### src/rtl/tssp_pkg.sv
// Shared types and constants for the timed servo pickup sequencer.
// Used by tssp_ctrl, tssp_pulse and timed_servo_pickup_sequencer; depends on nothing.
package tssp_pkg;

    localparam int unsigned PULSE_W    = 12;
    localparam int unsigned ANGLE_W    = 8;
    localparam int unsigned RANGE_W    = 9;
    localparam int unsigned MS_W       = 16;
    localparam int unsigned CFG_W      = 16;
    localparam int unsigned CFG_IDX_W  = 3;
    localparam int unsigned NUM_SERVOS = 5;
    localparam int unsigned CH_W       = $clog2(NUM_SERVOS);

    typedef logic [ANGLE_W-1:0] angle_t;
    typedef logic [PULSE_W-1:0] pulse_t;

    // Servo slots, in output order.
    localparam logic [CH_W-1:0] SERVO_LIFT    = CH_W'(0);
    localparam logic [CH_W-1:0] SERVO_LJAW    = CH_W'(1);
    localparam logic [CH_W-1:0] SERVO_RJAW    = CH_W'(2);
    localparam logic [CH_W-1:0] SERVO_SORTER  = CH_W'(3);
    localparam logic [CH_W-1:0] SERVO_DEPOSIT = CH_W'(4);

    // Item kinds.
    localparam logic [1:0] KIND_TICK   = 2'd0;
    localparam logic [1:0] KIND_PICKUP = 2'd1;
    localparam logic [1:0] KIND_MOVE   = 2'd2;

    // Move presets.
    localparam logic [3:0] MOVE_OPEN        = 4'd0;
    localparam logic [3:0] MOVE_CLOSE       = 4'd1;
    localparam logic [3:0] MOVE_LIFT        = 4'd2;
    localparam logic [3:0] MOVE_LOWER       = 4'd3;
    localparam logic [3:0] MOVE_SORT_LEFT   = 4'd4;
    localparam logic [3:0] MOVE_SORT_RIGHT  = 4'd5;
    localparam logic [3:0] MOVE_SORT_CENTER = 4'd6;
    localparam logic [3:0] MOVE_DEP_LEFT    = 4'd7;
    localparam logic [3:0] MOVE_DEP_CENTER  = 4'd8;
    localparam logic [3:0] MOVE_DEP_RIGHT   = 4'd9;
    localparam logic [3:0] MOVE_RESET_POSE  = 4'd10;

    // Configuration register indexes.
    localparam logic [CFG_IDX_W-1:0] CFG_PULSE_MIN = 3'd0;
    localparam logic [CFG_IDX_W-1:0] CFG_PULSE_MAX = 3'd1;
    localparam logic [CFG_IDX_W-1:0] CFG_RANGE     = 3'd2;
    localparam logic [CFG_IDX_W-1:0] CFG_STEP_DLY  = 3'd3;
    localparam logic [CFG_IDX_W-1:0] CFG_COOLDOWN  = 3'd4;

    // Configuration reset values.
    localparam logic [PULSE_W-1:0] PULSE_MIN_RST = 12'd500;
    localparam logic [PULSE_W-1:0] PULSE_MAX_RST = 12'd2500;
    localparam logic [RANGE_W-1:0] RANGE_RST     = 9'd270;
    localparam logic [MS_W-1:0]    STEP_DLY_RST  = 16'd500;
    localparam logic [MS_W-1:0]    COOLDOWN_RST  = 16'd1000;

    // Preset angles in degrees.
    localparam angle_t ANG_LIFT_UP     = 8'd190;
    localparam angle_t ANG_LIFT_DOWN   = 8'd48;
    localparam angle_t ANG_LJAW_OPEN   = 8'd120;
    localparam angle_t ANG_RJAW_OPEN   = 8'd180;
    localparam angle_t ANG_LJAW_CLOSED = 8'd190;
    localparam angle_t ANG_RJAW_CLOSED = 8'd85;
    localparam angle_t ANG_SORT_LEFT   = 8'd170;
    localparam angle_t ANG_SORT_RIGHT  = 8'd90;
    localparam angle_t ANG_SORT_CENTER = 8'd130;
    localparam angle_t ANG_DEP_LEFT    = 8'd190;
    localparam angle_t ANG_DEP_CENTER  = 8'd130;
    localparam angle_t ANG_DEP_RIGHT   = 8'd85;
    localparam angle_t ANG_DEP_REST    = 8'd0;

    typedef struct packed {
        logic busy;
        logic avail;
        logic taken;
    } status_t;

endpackage

### src/rtl/tssp_ctrl.sv
// Item decoder and pickup sequence state: timers, servo angles and status.
// Depends on tssp_pkg.
module tssp_ctrl #(
    parameter int TIMER_BITS = 16
) (
    input  logic                          clk,
    input  logic                          rst_n,
    input  logic                          apply,
    input  logic [1:0]                    kind,
    input  logic                          side,
    input  logic [3:0]                    move_code,
    input  logic                          concurrent,
    input  logic [tssp_pkg::MS_W-1:0]     dwell_ms,
    input  logic [tssp_pkg::MS_W-1:0]     cooldown,
    output tssp_pkg::angle_t              angles [tssp_pkg::NUM_SERVOS],
    output tssp_pkg::status_t             status
);

    localparam int CW = (TIMER_BITS > int'(tssp_pkg::MS_W)) ? TIMER_BITS
                                                            : int'(tssp_pkg::MS_W);
    localparam logic [TIMER_BITS-1:0] TIMER_TOP = '1;

    localparam logic [1:0] STEP_CLOSE     = 2'd0;
    localparam logic [1:0] STEP_WAIT_GRIP = 2'd1;
    localparam logic [1:0] STEP_WAIT_LIFT = 2'd2;
    localparam logic [1:0] STEP_FINISH    = 2'd3;

    logic                  active_reg, active_next;
    logic                  side_reg, side_next;
    logic [1:0]            step_reg, step_next;
    logic [TIMER_BITS-1:0] step_el_reg, step_el_next;
    logic [TIMER_BITS-1:0] act_el_reg, act_el_next;
    logic                  held_reg, held_next;
    logic                  taken_reg, taken_next;
    tssp_pkg::angle_t      angle_reg  [tssp_pkg::NUM_SERVOS];
    tssp_pkg::angle_t      angle_next [tssp_pkg::NUM_SERVOS];

    logic [TIMER_BITS-1:0] step_inc, act_inc;
    logic                  delay_hit;
    logic                  known;

    always_comb
    begin
        active_next  = active_reg;
        side_next    = side_reg;
        step_next    = step_reg;
        step_el_next = step_el_reg;
        act_el_next  = act_el_reg;
        held_next    = held_reg;
        taken_next   = 1'b0;
        angle_next   = angle_reg;
        known        = 1'b1;

        step_inc  = (step_el_reg == TIMER_TOP) ? step_el_reg : step_el_reg + 1'b1;
        act_inc   = (act_el_reg == TIMER_TOP) ? act_el_reg : act_el_reg + 1'b1;
        // A delay beyond the timer's saturation value never expires.
        delay_hit = CW'(step_inc) >= CW'(dwell_ms);

        case (kind)
            tssp_pkg::KIND_TICK:
            begin
                step_el_next = step_inc;
                act_el_next  = act_inc;
                if (active_reg)
                begin
                    case (step_reg)
                        STEP_CLOSE:
                        begin
                            angle_next[tssp_pkg::SERVO_LJAW] = tssp_pkg::ANG_LJAW_CLOSED;
                            angle_next[tssp_pkg::SERVO_RJAW] = tssp_pkg::ANG_RJAW_CLOSED;
                            step_next    = STEP_WAIT_GRIP;
                            step_el_next = '0;
                        end
                        STEP_WAIT_GRIP:
                        begin
                            if (delay_hit)
                            begin
                                angle_next[tssp_pkg::SERVO_SORTER] =
                                    side_reg ? tssp_pkg::ANG_SORT_RIGHT
                                             : tssp_pkg::ANG_SORT_LEFT;
                                angle_next[tssp_pkg::SERVO_LIFT] = tssp_pkg::ANG_LIFT_UP;
                                step_next    = STEP_WAIT_LIFT;
                                step_el_next = '0;
                            end
                        end
                        STEP_WAIT_LIFT:
                        begin
                            if (delay_hit)
                            begin
                                angle_next[tssp_pkg::SERVO_LJAW] = tssp_pkg::ANG_LJAW_OPEN;
                                angle_next[tssp_pkg::SERVO_RJAW] = tssp_pkg::ANG_RJAW_OPEN;
                                step_next    = STEP_FINISH;
                                step_el_next = '0;
                            end
                        end
                        default:
                        begin
                            active_next = 1'b0;
                            step_next   = STEP_CLOSE;
                            if (!held_reg)
                            begin
                                act_el_next = '0;
                            end
                        end
                    endcase
                end
            end
            tssp_pkg::KIND_PICKUP:
            begin
                if (!active_reg)
                begin
                    held_next    = concurrent;
                    active_next  = 1'b1;
                    side_next    = side;
                    step_next    = STEP_CLOSE;
                    step_el_next = '0;
                    taken_next   = 1'b1;
                end
            end
            tssp_pkg::KIND_MOVE:
            begin
                case (move_code)
                    tssp_pkg::MOVE_OPEN:
                    begin
                        angle_next[tssp_pkg::SERVO_LJAW] = tssp_pkg::ANG_LJAW_OPEN;
                        angle_next[tssp_pkg::SERVO_RJAW] = tssp_pkg::ANG_RJAW_OPEN;
                    end
                    tssp_pkg::MOVE_CLOSE:
                    begin
                        angle_next[tssp_pkg::SERVO_LJAW] = tssp_pkg::ANG_LJAW_CLOSED;
                        angle_next[tssp_pkg::SERVO_RJAW] = tssp_pkg::ANG_RJAW_CLOSED;
                    end
                    tssp_pkg::MOVE_LIFT:
                        angle_next[tssp_pkg::SERVO_LIFT] = tssp_pkg::ANG_LIFT_UP;
                    tssp_pkg::MOVE_LOWER:
                        angle_next[tssp_pkg::SERVO_LIFT] = tssp_pkg::ANG_LIFT_DOWN;
                    tssp_pkg::MOVE_SORT_LEFT:
                        angle_next[tssp_pkg::SERVO_SORTER] = tssp_pkg::ANG_SORT_LEFT;
                    tssp_pkg::MOVE_SORT_RIGHT:
                        angle_next[tssp_pkg::SERVO_SORTER] = tssp_pkg::ANG_SORT_RIGHT;
                    tssp_pkg::MOVE_SORT_CENTER:
                        angle_next[tssp_pkg::SERVO_SORTER] = tssp_pkg::ANG_SORT_CENTER;
                    tssp_pkg::MOVE_DEP_LEFT:
                        angle_next[tssp_pkg::SERVO_DEPOSIT] = tssp_pkg::ANG_DEP_LEFT;
                    tssp_pkg::MOVE_DEP_CENTER:
                        angle_next[tssp_pkg::SERVO_DEPOSIT] = tssp_pkg::ANG_DEP_CENTER;
                    tssp_pkg::MOVE_DEP_RIGHT:
                        angle_next[tssp_pkg::SERVO_DEPOSIT] = tssp_pkg::ANG_DEP_RIGHT;
                    tssp_pkg::MOVE_RESET_POSE:
                    begin
                        angle_next[tssp_pkg::SERVO_LIFT]   = tssp_pkg::ANG_LIFT_DOWN;
                        angle_next[tssp_pkg::SERVO_SORTER] = tssp_pkg::ANG_SORT_CENTER;
                        angle_next[tssp_pkg::SERVO_LJAW]   = tssp_pkg::ANG_LJAW_OPEN;
                        angle_next[tssp_pkg::SERVO_RJAW]   = tssp_pkg::ANG_RJAW_OPEN;
                    end
                    default:
                        known = 1'b0;
                endcase
                if (known && !concurrent)
                begin
                    act_el_next = '0;
                end
            end
            default:
            begin
            end
        endcase
    end

    always_ff @(posedge clk or negedge rst_n)
    begin
        if (!rst_n)
        begin
            active_reg  <= 1'b0;
            side_reg    <= 1'b0;
            step_reg    <= STEP_CLOSE;
            step_el_reg <= '0;
            act_el_reg  <= '0;
            held_reg    <= 1'b0;
            taken_reg   <= 1'b0;
            angle_reg[tssp_pkg::SERVO_LIFT]    <= tssp_pkg::ANG_LIFT_DOWN;
            angle_reg[tssp_pkg::SERVO_LJAW]    <= tssp_pkg::ANG_LJAW_OPEN;
            angle_reg[tssp_pkg::SERVO_RJAW]    <= tssp_pkg::ANG_RJAW_OPEN;
            angle_reg[tssp_pkg::SERVO_SORTER]  <= tssp_pkg::ANG_SORT_CENTER;
            angle_reg[tssp_pkg::SERVO_DEPOSIT] <= tssp_pkg::ANG_DEP_REST;
        end
        else if (apply)
        begin
            active_reg  <= active_next;
            side_reg    <= side_next;
            step_reg    <= step_next;
            step_el_reg <= step_el_next;
            act_el_reg  <= act_el_next;
            held_reg    <= held_next;
            taken_reg   <= taken_next;
            angle_reg   <= angle_next;
        end
    end

    assign angles       = angle_reg;
    assign status.busy  = active_reg;
    assign status.avail = CW'(act_el_reg) > CW'(cooldown);
    assign status.taken = taken_reg;

endmodule

### src/rtl/tssp_pulse.sv
// Shared angle-to-pulse unit: one multiply, then a two-bits-per-cycle
// restoring divide by the angular range, floor correction and saturation.
// Depends on tssp_pkg.
module tssp_pulse (
    input  logic                             clk,
    input  logic                             rst_n,
    input  logic                             start,
    input  tssp_pkg::angle_t                 angle,
    input  tssp_pkg::pulse_t                 pulse_min,
    input  tssp_pkg::pulse_t                 pulse_max,
    input  logic [tssp_pkg::RANGE_W-1:0]     range,
    output logic                             done,
    output tssp_pkg::pulse_t                 pulse
);

    localparam int PROD_W    = tssp_pkg::PULSE_W + tssp_pkg::ANGLE_W;
    localparam int REM_W     = tssp_pkg::RANGE_W;
    localparam int SUM_W     = PROD_W + 2;
    localparam int DIV_STEPS = PROD_W / 2;
    localparam int CNT_W     = $clog2(DIV_STEPS);

    typedef enum logic [3:0] {
        U_IDLE = 4'b0001,
        U_MUL  = 4'b0010,
        U_DIV  = 4'b0100,
        U_FIX  = 4'b1000
    } ustate_t;

    ustate_t                          state_reg, state_next;
    tssp_pkg::angle_t                 angle_reg;
    tssp_pkg::pulse_t                 span_reg;
    logic                             neg_reg;
    logic [PROD_W-1:0]                dvd_reg, dvd_next;
    logic [REM_W-1:0]                 rem_reg, rem_next;
    logic [CNT_W-1:0]                 cnt_reg, cnt_next;
    tssp_pkg::pulse_t                 pulse_reg;
    logic                             done_reg;

    logic [REM_W:0]                   t1, t2, dsr;
    logic                             ge1, ge2;
    logic [REM_W-1:0]                 r1;
    logic [PROD_W-1:0]                d1;
    logic [SUM_W-1:0]                 mag, fq, sum;
    tssp_pkg::pulse_t                 fix_val;

    // Two restoring division steps per cycle; quotient bits shift into the dividend.
    always_comb
    begin
        dsr = {1'b0, range};
        t1  = {rem_reg, dvd_reg[PROD_W-1]};
        ge1 = t1 >= dsr;
        r1  = ge1 ? REM_W'(t1 - dsr) : t1[REM_W-1:0];
        d1  = {dvd_reg[PROD_W-2:0], ge1};
        t2  = {r1, d1[PROD_W-1]};
        ge2 = t2 >= dsr;
        rem_next = ge2 ? REM_W'(t2 - dsr) : t2[REM_W-1:0];
        dvd_next = {d1[PROD_W-2:0], ge2};
    end

    // A negative span rounds toward minus infinity when the division is inexact.
    always_comb
    begin
        mag = SUM_W'(dvd_reg) + SUM_W'(neg_reg && (rem_reg != '0));
        fq  = neg_reg ? (~mag + 1'b1) : mag;
        sum = fq + SUM_W'(pulse_min);
        if (range == '0)
        begin
            fix_val = pulse_min;
        end
        else if (sum[SUM_W-1])
        begin
            fix_val = '0;
        end
        else if (sum[SUM_W-2:tssp_pkg::PULSE_W] != '0)
        begin
            fix_val = '1;
        end
        else
        begin
            fix_val = sum[tssp_pkg::PULSE_W-1:0];
        end
    end

    always_comb
    begin
        state_next = state_reg;
        cnt_next   = cnt_reg;
        case (state_reg)
            U_IDLE:
            begin
                if (start)
                begin
                    state_next = U_MUL;
                end
            end
            U_MUL:
            begin
                state_next = U_DIV;
                cnt_next   = '0;
            end
            U_DIV:
            begin
                cnt_next = cnt_reg + 1'b1;
                if (cnt_reg == CNT_W'(DIV_STEPS - 1))
                begin
                    state_next = U_FIX;
                end
            end
            U_FIX:
                state_next = U_IDLE;
            default:
                state_next = U_IDLE;
        endcase
    end

    always_ff @(posedge clk or negedge rst_n)
    begin
        if (!rst_n)
        begin
            state_reg <= U_IDLE;
            cnt_reg   <= '0;
            done_reg  <= 1'b0;
        end
        else
        begin
            state_reg <= state_next;
            cnt_reg   <= cnt_next;
            done_reg  <= (state_reg == U_FIX);
        end
    end

    always_ff @(posedge clk)
    begin
        case (state_reg)
            U_IDLE:
            begin
                angle_reg <= angle;
                neg_reg   <= pulse_max < pulse_min;
                span_reg  <= (pulse_max < pulse_min) ? pulse_min - pulse_max
                                                     : pulse_max - pulse_min;
            end
            U_MUL:
            begin
                dvd_reg <= PROD_W'(span_reg) * PROD_W'(angle_reg);
                rem_reg <= '0;
            end
            U_DIV:
            begin
                dvd_reg <= dvd_next;
                rem_reg <= rem_next;
            end
            U_FIX:
                pulse_reg <= fix_val;
            default:
            begin
            end
        endcase
    end

    assign done  = done_reg;
    assign pulse = pulse_reg;

endmodule

### src/rtl/timed_servo_pickup_sequencer.sv
// Timed servo pickup sequencer, top level; uses tssp_pkg, tssp_ctrl and tssp_pulse.
// Each accepted item (a millisecond tick, a pickup request or a move preset) updates
// the sequence and the five servo angles in the registers of tssp_ctrl; then one shared multiply and
// divide unit converts the angles to pulse widths one servo after another, each with
// ten two-bit division steps. The block accepts no new item until the five results
// are loaded into the output register, which waits for the previous result to be
// taken. A finished result waits in the output register while the next item is
// already being worked on. Configuration writes take effect at once and should be
// made only while the block is idle.
module timed_servo_pickup_sequencer #(
    parameter int TIMER_BITS = 16
) (
    input  logic                                 clk,
    input  logic                                 rst_n,
    input  logic                                 cfg_we,
    input  logic [tssp_pkg::CFG_IDX_W-1:0]       cfg_index,
    input  logic [tssp_pkg::CFG_W-1:0]           cfg_data,
    input  logic                                 in_valid,
    output logic                                 in_ready,
    input  logic [1:0]                           kind,
    input  logic                                 side,
    input  logic [3:0]                           move_code,
    input  logic                                 concurrent,
    output logic                                 out_valid,
    input  logic                                 out_ready,
    output logic [11:0]                          lift_pulse_us,
    output logic [11:0]                          left_jaw_pulse_us,
    output logic [11:0]                          right_jaw_pulse_us,
    output logic [11:0]                          sorter_pulse_us,
    output logic [11:0]                          deposit_pulse_us,
    output logic                                 busy_res,
    output logic                                 ready_for_action,
    output logic                                 request_taken
);

    typedef enum logic [3:0] {
        S_IDLE    = 4'b0001,
        S_LAUNCH  = 4'b0010,
        S_WAIT    = 4'b0100,
        S_DELIVER = 4'b1000
    } state_t;

    state_t                              state_reg, state_next;
    logic [tssp_pkg::CH_W-1:0]           ch_reg, ch_next;
    tssp_pkg::pulse_t                    work_reg [tssp_pkg::NUM_SERVOS];
    logic                                out_valid_reg, out_valid_next;
    tssp_pkg::pulse_t                    out_pulse_reg [tssp_pkg::NUM_SERVOS];
    tssp_pkg::status_t                   out_status_reg;

    tssp_pkg::pulse_t                    pmin_reg, pmax_reg;
    logic [tssp_pkg::RANGE_W-1:0]        range_reg;
    logic [tssp_pkg::MS_W-1:0]           delay_reg, cool_reg;

    logic                                accept;
    logic                                load_out;
    logic                                p_start, p_done;
    tssp_pkg::pulse_t                    p_pulse;
    tssp_pkg::angle_t                    angles [tssp_pkg::NUM_SERVOS];
    tssp_pkg::status_t                   status;

    always_ff @(posedge clk or negedge rst_n)
    begin
        if (!rst_n)
        begin
            pmin_reg  <= tssp_pkg::PULSE_MIN_RST;
            pmax_reg  <= tssp_pkg::PULSE_MAX_RST;
            range_reg <= tssp_pkg::RANGE_RST;
            delay_reg <= tssp_pkg::STEP_DLY_RST;
            cool_reg  <= tssp_pkg::COOLDOWN_RST;
        end
        else if (cfg_we)
        begin
            case (cfg_index)
                tssp_pkg::CFG_PULSE_MIN: pmin_reg  <= cfg_data[tssp_pkg::PULSE_W-1:0];
                tssp_pkg::CFG_PULSE_MAX: pmax_reg  <= cfg_data[tssp_pkg::PULSE_W-1:0];
                tssp_pkg::CFG_RANGE:     range_reg <= cfg_data[tssp_pkg::RANGE_W-1:0];
                tssp_pkg::CFG_STEP_DLY:  delay_reg <= cfg_data[tssp_pkg::MS_W-1:0];
                tssp_pkg::CFG_COOLDOWN:  cool_reg  <= cfg_data[tssp_pkg::MS_W-1:0];
                default:
                begin
                end
            endcase
        end
    end

    assign in_ready = (state_reg == S_IDLE);
    assign accept   = in_valid && in_ready;
    assign p_start  = (state_reg == S_LAUNCH);
    assign load_out = (state_reg == S_DELIVER) && (!out_valid_reg || out_ready);

    tssp_ctrl #(
        .TIMER_BITS (TIMER_BITS)
    ) u_ctrl (
        .clk        (clk),
        .rst_n      (rst_n),
        .apply      (accept),
        .kind       (kind),
        .side       (side),
        .move_code  (move_code),
        .concurrent (concurrent),
        .dwell_ms   (delay_reg),
        .cooldown   (cool_reg),
        .angles     (angles),
        .status     (status)
    );

    tssp_pulse u_pulse (
        .clk       (clk),
        .rst_n     (rst_n),
        .start     (p_start),
        .angle     (angles[ch_reg]),
        .pulse_min (pmin_reg),
        .pulse_max (pmax_reg),
        .range     (range_reg),
        .done      (p_done),
        .pulse     (p_pulse)
    );

    always_comb
    begin
        state_next     = state_reg;
        ch_next        = ch_reg;
        out_valid_next = out_valid_reg;
        if (out_valid_reg && out_ready)
        begin
            out_valid_next = 1'b0;
        end
        case (state_reg)
            S_IDLE:
            begin
                if (accept)
                begin
                    state_next = S_LAUNCH;
                    ch_next    = '0;
                end
            end
            S_LAUNCH:
                state_next = S_WAIT;
            S_WAIT:
            begin
                if (p_done)
                begin
                    if (ch_reg == tssp_pkg::SERVO_DEPOSIT)
                    begin
                        state_next = S_DELIVER;
                    end
                    else
                    begin
                        ch_next    = ch_reg + 1'b1;
                        state_next = S_LAUNCH;
                    end
                end
            end
            S_DELIVER:
            begin
                if (load_out)
                begin
                    out_valid_next = 1'b1;
                    state_next     = S_IDLE;
                end
            end
            default:
                state_next = S_IDLE;
        endcase
    end

    always_ff @(posedge clk or negedge rst_n)
    begin
        if (!rst_n)
        begin
            state_reg     <= S_IDLE;
            ch_reg        <= '0;
            out_valid_reg <= 1'b0;
        end
        else
        begin
            state_reg     <= state_next;
            ch_reg        <= ch_next;
            out_valid_reg <= out_valid_next;
        end
    end

    always_ff @(posedge clk)
    begin
        if ((state_reg == S_WAIT) && p_done)
        begin
            work_reg[ch_reg] <= p_pulse;
        end
        if (load_out)
        begin
            out_pulse_reg  <= work_reg;
            out_status_reg <= status;
        end
    end

    assign out_valid          = out_valid_reg;
    assign lift_pulse_us      = out_pulse_reg[tssp_pkg::SERVO_LIFT];
    assign left_jaw_pulse_us  = out_pulse_reg[tssp_pkg::SERVO_LJAW];
    assign right_jaw_pulse_us = out_pulse_reg[tssp_pkg::SERVO_RJAW];
    assign sorter_pulse_us    = out_pulse_reg[tssp_pkg::SERVO_SORTER];
    assign deposit_pulse_us   = out_pulse_reg[tssp_pkg::SERVO_DEPOSIT];
    assign busy_res           = out_status_reg.busy;
    assign ready_for_action   = out_status_reg.avail;
    assign request_taken      = out_status_reg.taken;

`ifndef SYNTHESIS
    a_done_only_waiting: assert property (@(posedge clk) disable iff (!rst_n)
        p_done |-> (state_reg == S_WAIT))
        else $error("pulse unit finished while no servo was pending");

    a_accept_launches: assert property (@(posedge clk) disable iff (!rst_n)
        accept |=> (state_reg == S_LAUNCH) && (ch_reg == '0))
        else $error("accepted item did not start the first servo");

    a_channel_bound: assert property (@(posedge clk) disable iff (!rst_n)
        ch_reg <= tssp_pkg::SERVO_DEPOSIT)
        else $error("servo index out of range");

    a_deliver_loads: assert property (@(posedge clk) disable iff (!rst_n)
        load_out |=> out_valid && (state_reg == S_IDLE))
        else $error("result was not presented after delivery");
`endif

endmodule
### config.mk
export PLATFORM = sky130hd
export DESIGN_NAME = timed_servo_pickup_sequencer
export DESIGN_NICKNAME = d
export VERILOG_FILES = /design/src/rtl/tssp_pkg.sv /design/src/rtl/tssp_ctrl.sv /design/src/rtl/tssp_pulse.sv /design/src/rtl/timed_servo_pickup_sequencer.sv
export SDC_FILE = /design/constraint.sdc
export NUM_CORES = 1
export LEC_CHECK = 0
export BUFFER_PORTS_ARGS = -buffer_cell sky130_fd_sc_hd__buf_2
export CORE_MARGIN = 10
export CORE_UTILIZATION = 60
export CTS_CLUSTER_SIZE = 12
export DETAILED_ROUTE_END_ITERATION = 10
export HOLD_SLACK_MARGIN = 0.15
export PLACE_DENSITY = 0.75
export SLEW_MARGIN = 20
export SYNTH_ARGS = -nofsm -noshare
export SYNTH_HDL_FRONTEND = slang
export SYNTH_SLANG_ARGS = --single-unit
export TNS_END_PERCENT = 10
### constraint.sdc
create_clock -name clk -period 6.7 [get_ports clk]
set_input_delay 0.335 -clock clk [delete_from_list [all_inputs] [get_ports clk]]
set_output_delay 0.335 -clock clk [all_outputs]
set_load 0.005 [all_outputs]
==> flow_summary.toml <==
[floorplanning]
fp.dieH_um = 201
core_um2 = 32500
ios = 97
dieArea_um2 = 40500
fp-row-count = 66
die_width_um = 201
start_util_pct = 60.7

[timing]
hold_viol = 0
slew_headroom_pct = 29.8
finalSetupViolations = 0
tns_ns = 0
worst_pin_slew_ns = 1.05
finalMaxSlewViolations = 0
finalCritPeriodShare_pct = 87.4
skew_ns = 0.0248
min_period_ns = 5.85
setup_ws_ns = 0.846
rsz0062_at_grt = "false"
max_freq_mhz = 171

[clocking]
cts_sinks = 316
clk_latency_ns = 0.53
cts_buffer_depth = 3
path_clk_slew_ns = 0.06
clock-root-buffer = "clkbuf_16"
numCtsBuffers = 36
ctsResizeCount = 0
ctsHtreeMaxLevel = 2
holdBufCountCts = 19
cts_setup_buffers = 0
cts_tree = "done"

[worst_setup_path]
crit_top_cell = "ha_1"
cp_data_arrival_time_ns = 6.12
slowest_delay_ns = 0.57
critPathMaxFanout = 12
start_kind = "flop"
crit_chain = "nor4_1, a31oi_1, ha_1, ha_1, nand2_1, nor2_1, a31oi_1, or2_2, nand2_1, xnor2_1, ha_1, nor2_1, a21oi_1, o21ai_0, o21bai_1, a21oi_1, o21ba_2, or3_2, o32a_1, a2111o_1, o221a_1"
worstPathRequired_ns = 6.97
critPathBufInv = 0
critical_path_class = "reg2reg"
cp_top_family = "compound AO/OA/AOI/OAI gates"
slowest_stage = "a2111o_1"
end_kind = "flop"

[status]
status = "completed"

[finish]
mostFrequentLayoutCells = "213 x nand2_1, 185 x edfxtp_1, 178 x inv_1"
drive_gt1_share_pct = 12.8
mostFrequentLayoutCell = "nand2_1"
largest_reg_flops = 60
finalNonFillerCells = 2459
fin_util_pct = 67.6
num-nets-final = 2227
area_growth_pct = 11.3
diodes = 0

[global_routing]
grt_overflow_total = 0
grt_pass1_vias = 14100
grt_use_total_pct = 21.6
antenna_found_initial = 0
grt_max_degree = 82
grt_pass1_wl_mm = 71.8

[logic_synthesis]
synth-seq-cells = 316
ys_async_sr_fraction_pct = 41.5
ys_seq_area_share_pct = 45.0
synth_cells = 1892
netlist_area_um2 = 19700
synth_nets = 2127
synth_edf_count = 185
syn_avg_cell_area_um2 = 10.4
yosys_most_used_dff = "edfxtp_1"
ys_types = 89
yosys_warnings = 0

[routing]
vias = 14100
ant_nets = 0
wire_per_inst_um = 18.0
wl_mm = 44.2
drt_iter0_drc = 880
drt_pre_antenna_iters = 6
routed_via_density = 5.74
drcViolationCount = 0

[flow_run]
drv_cap = 0

[placed_design]
preCtsSetupSlack_ns = 0.951
gp_congestion = 0.896
placed_cells = 2377
io_buffers = 96
hpwl_mm = 32.6

[min_path]
hold_class = "in2reg"
==> per-stage QoR <==
stage | hold slack (ns) | cell area (um2)
after global routing | 0.197 | 21900
after floorplan | 0.0394 | 19700
final | 0.165 | 21900
after detailed placement | 0.405 | 20500
after CTS | 0.159 | 21900
after global placement | 0.401 | 20500
==> Yosys cell counts, types with 48 or more instances <==
master    count  area (um2)
dfrtp_1     100        2500
fa_1         65        1300
nand2_1     213         800
and2_1       49         307
clkbuf_1     48         180
xnor2_1      66         578
nor2_1      106         398
a21oi_1      88         440
ha_1        138        1730
inv_1       178         668
o21ai_0     136         681
edfxtp_1    185        5560
==> tightest hold or removal path, stage by stage <==
cell and delay (ns):
buf_2 0.16, nand2_1 0.07, o21ai_0 0.07
==> cell families (layout without fill, tap and decap cells) <==
group	Yosys count	after routing	share of synthesized area, %
flip-flops	316	316	45.0
XOR/XNOR	108	108	4.84
multiplexers	48	48	2.64
AND/OR/NAND/NOR	601	601	15.2
AO/OA/AOI/OAI	369	369	11.7
adder cells (fa/ha/maj)	203	203	15.4
buffers and inverters	247	372	5.25
==> layout make-up <==
cell class	instances	area [um2]
clock inverter	11	144
sequential	316	8870
clock buffer	52	1030
fill	2450	10500
inverter	180	676
tap	442	553
multi-input combinational	1329	9870
timing repair buffer	129	782
==> worst paths after layout <==
| kind | slack (ns) | depth (start not counted) | end | from |
|---|---|---|---|---|
| setup / recovery | 0.85 | 21 | u_pulse.pulse[10] | u_pulse.rem_reg[0] |
| hold / removal | 0.16 | 3 | pmin_reg[11] | cfg_data[11] |
| setup reg to reg | 0.85 | 21 | u_pulse.pulse[10] | u_pulse.rem_reg[0] |
| hold reg to reg | 0.41 | 0 | left_jaw_pulse_us[4] | work_reg[40] |
| max in group asynchronous | 5.07 | 3 | state_reg[2] | rst_n |
| min in group asynchronous | 0.44 | 2 | cool_reg[12] | rst_n |
==> metal layers <==
layer  up-vias  wire length (um)  global-route usage (%)
met5         -                 0                       0
met4         0              1420                    7.57
met3        88              2600                    3.58
met2       402             20900                    35.8
met1      6846             19300                    28.1
li1       6776                 -                       -
Power is not shown: default switching activity piles up to over one toggle a cycle in this logic, so the estimate is an artifact.
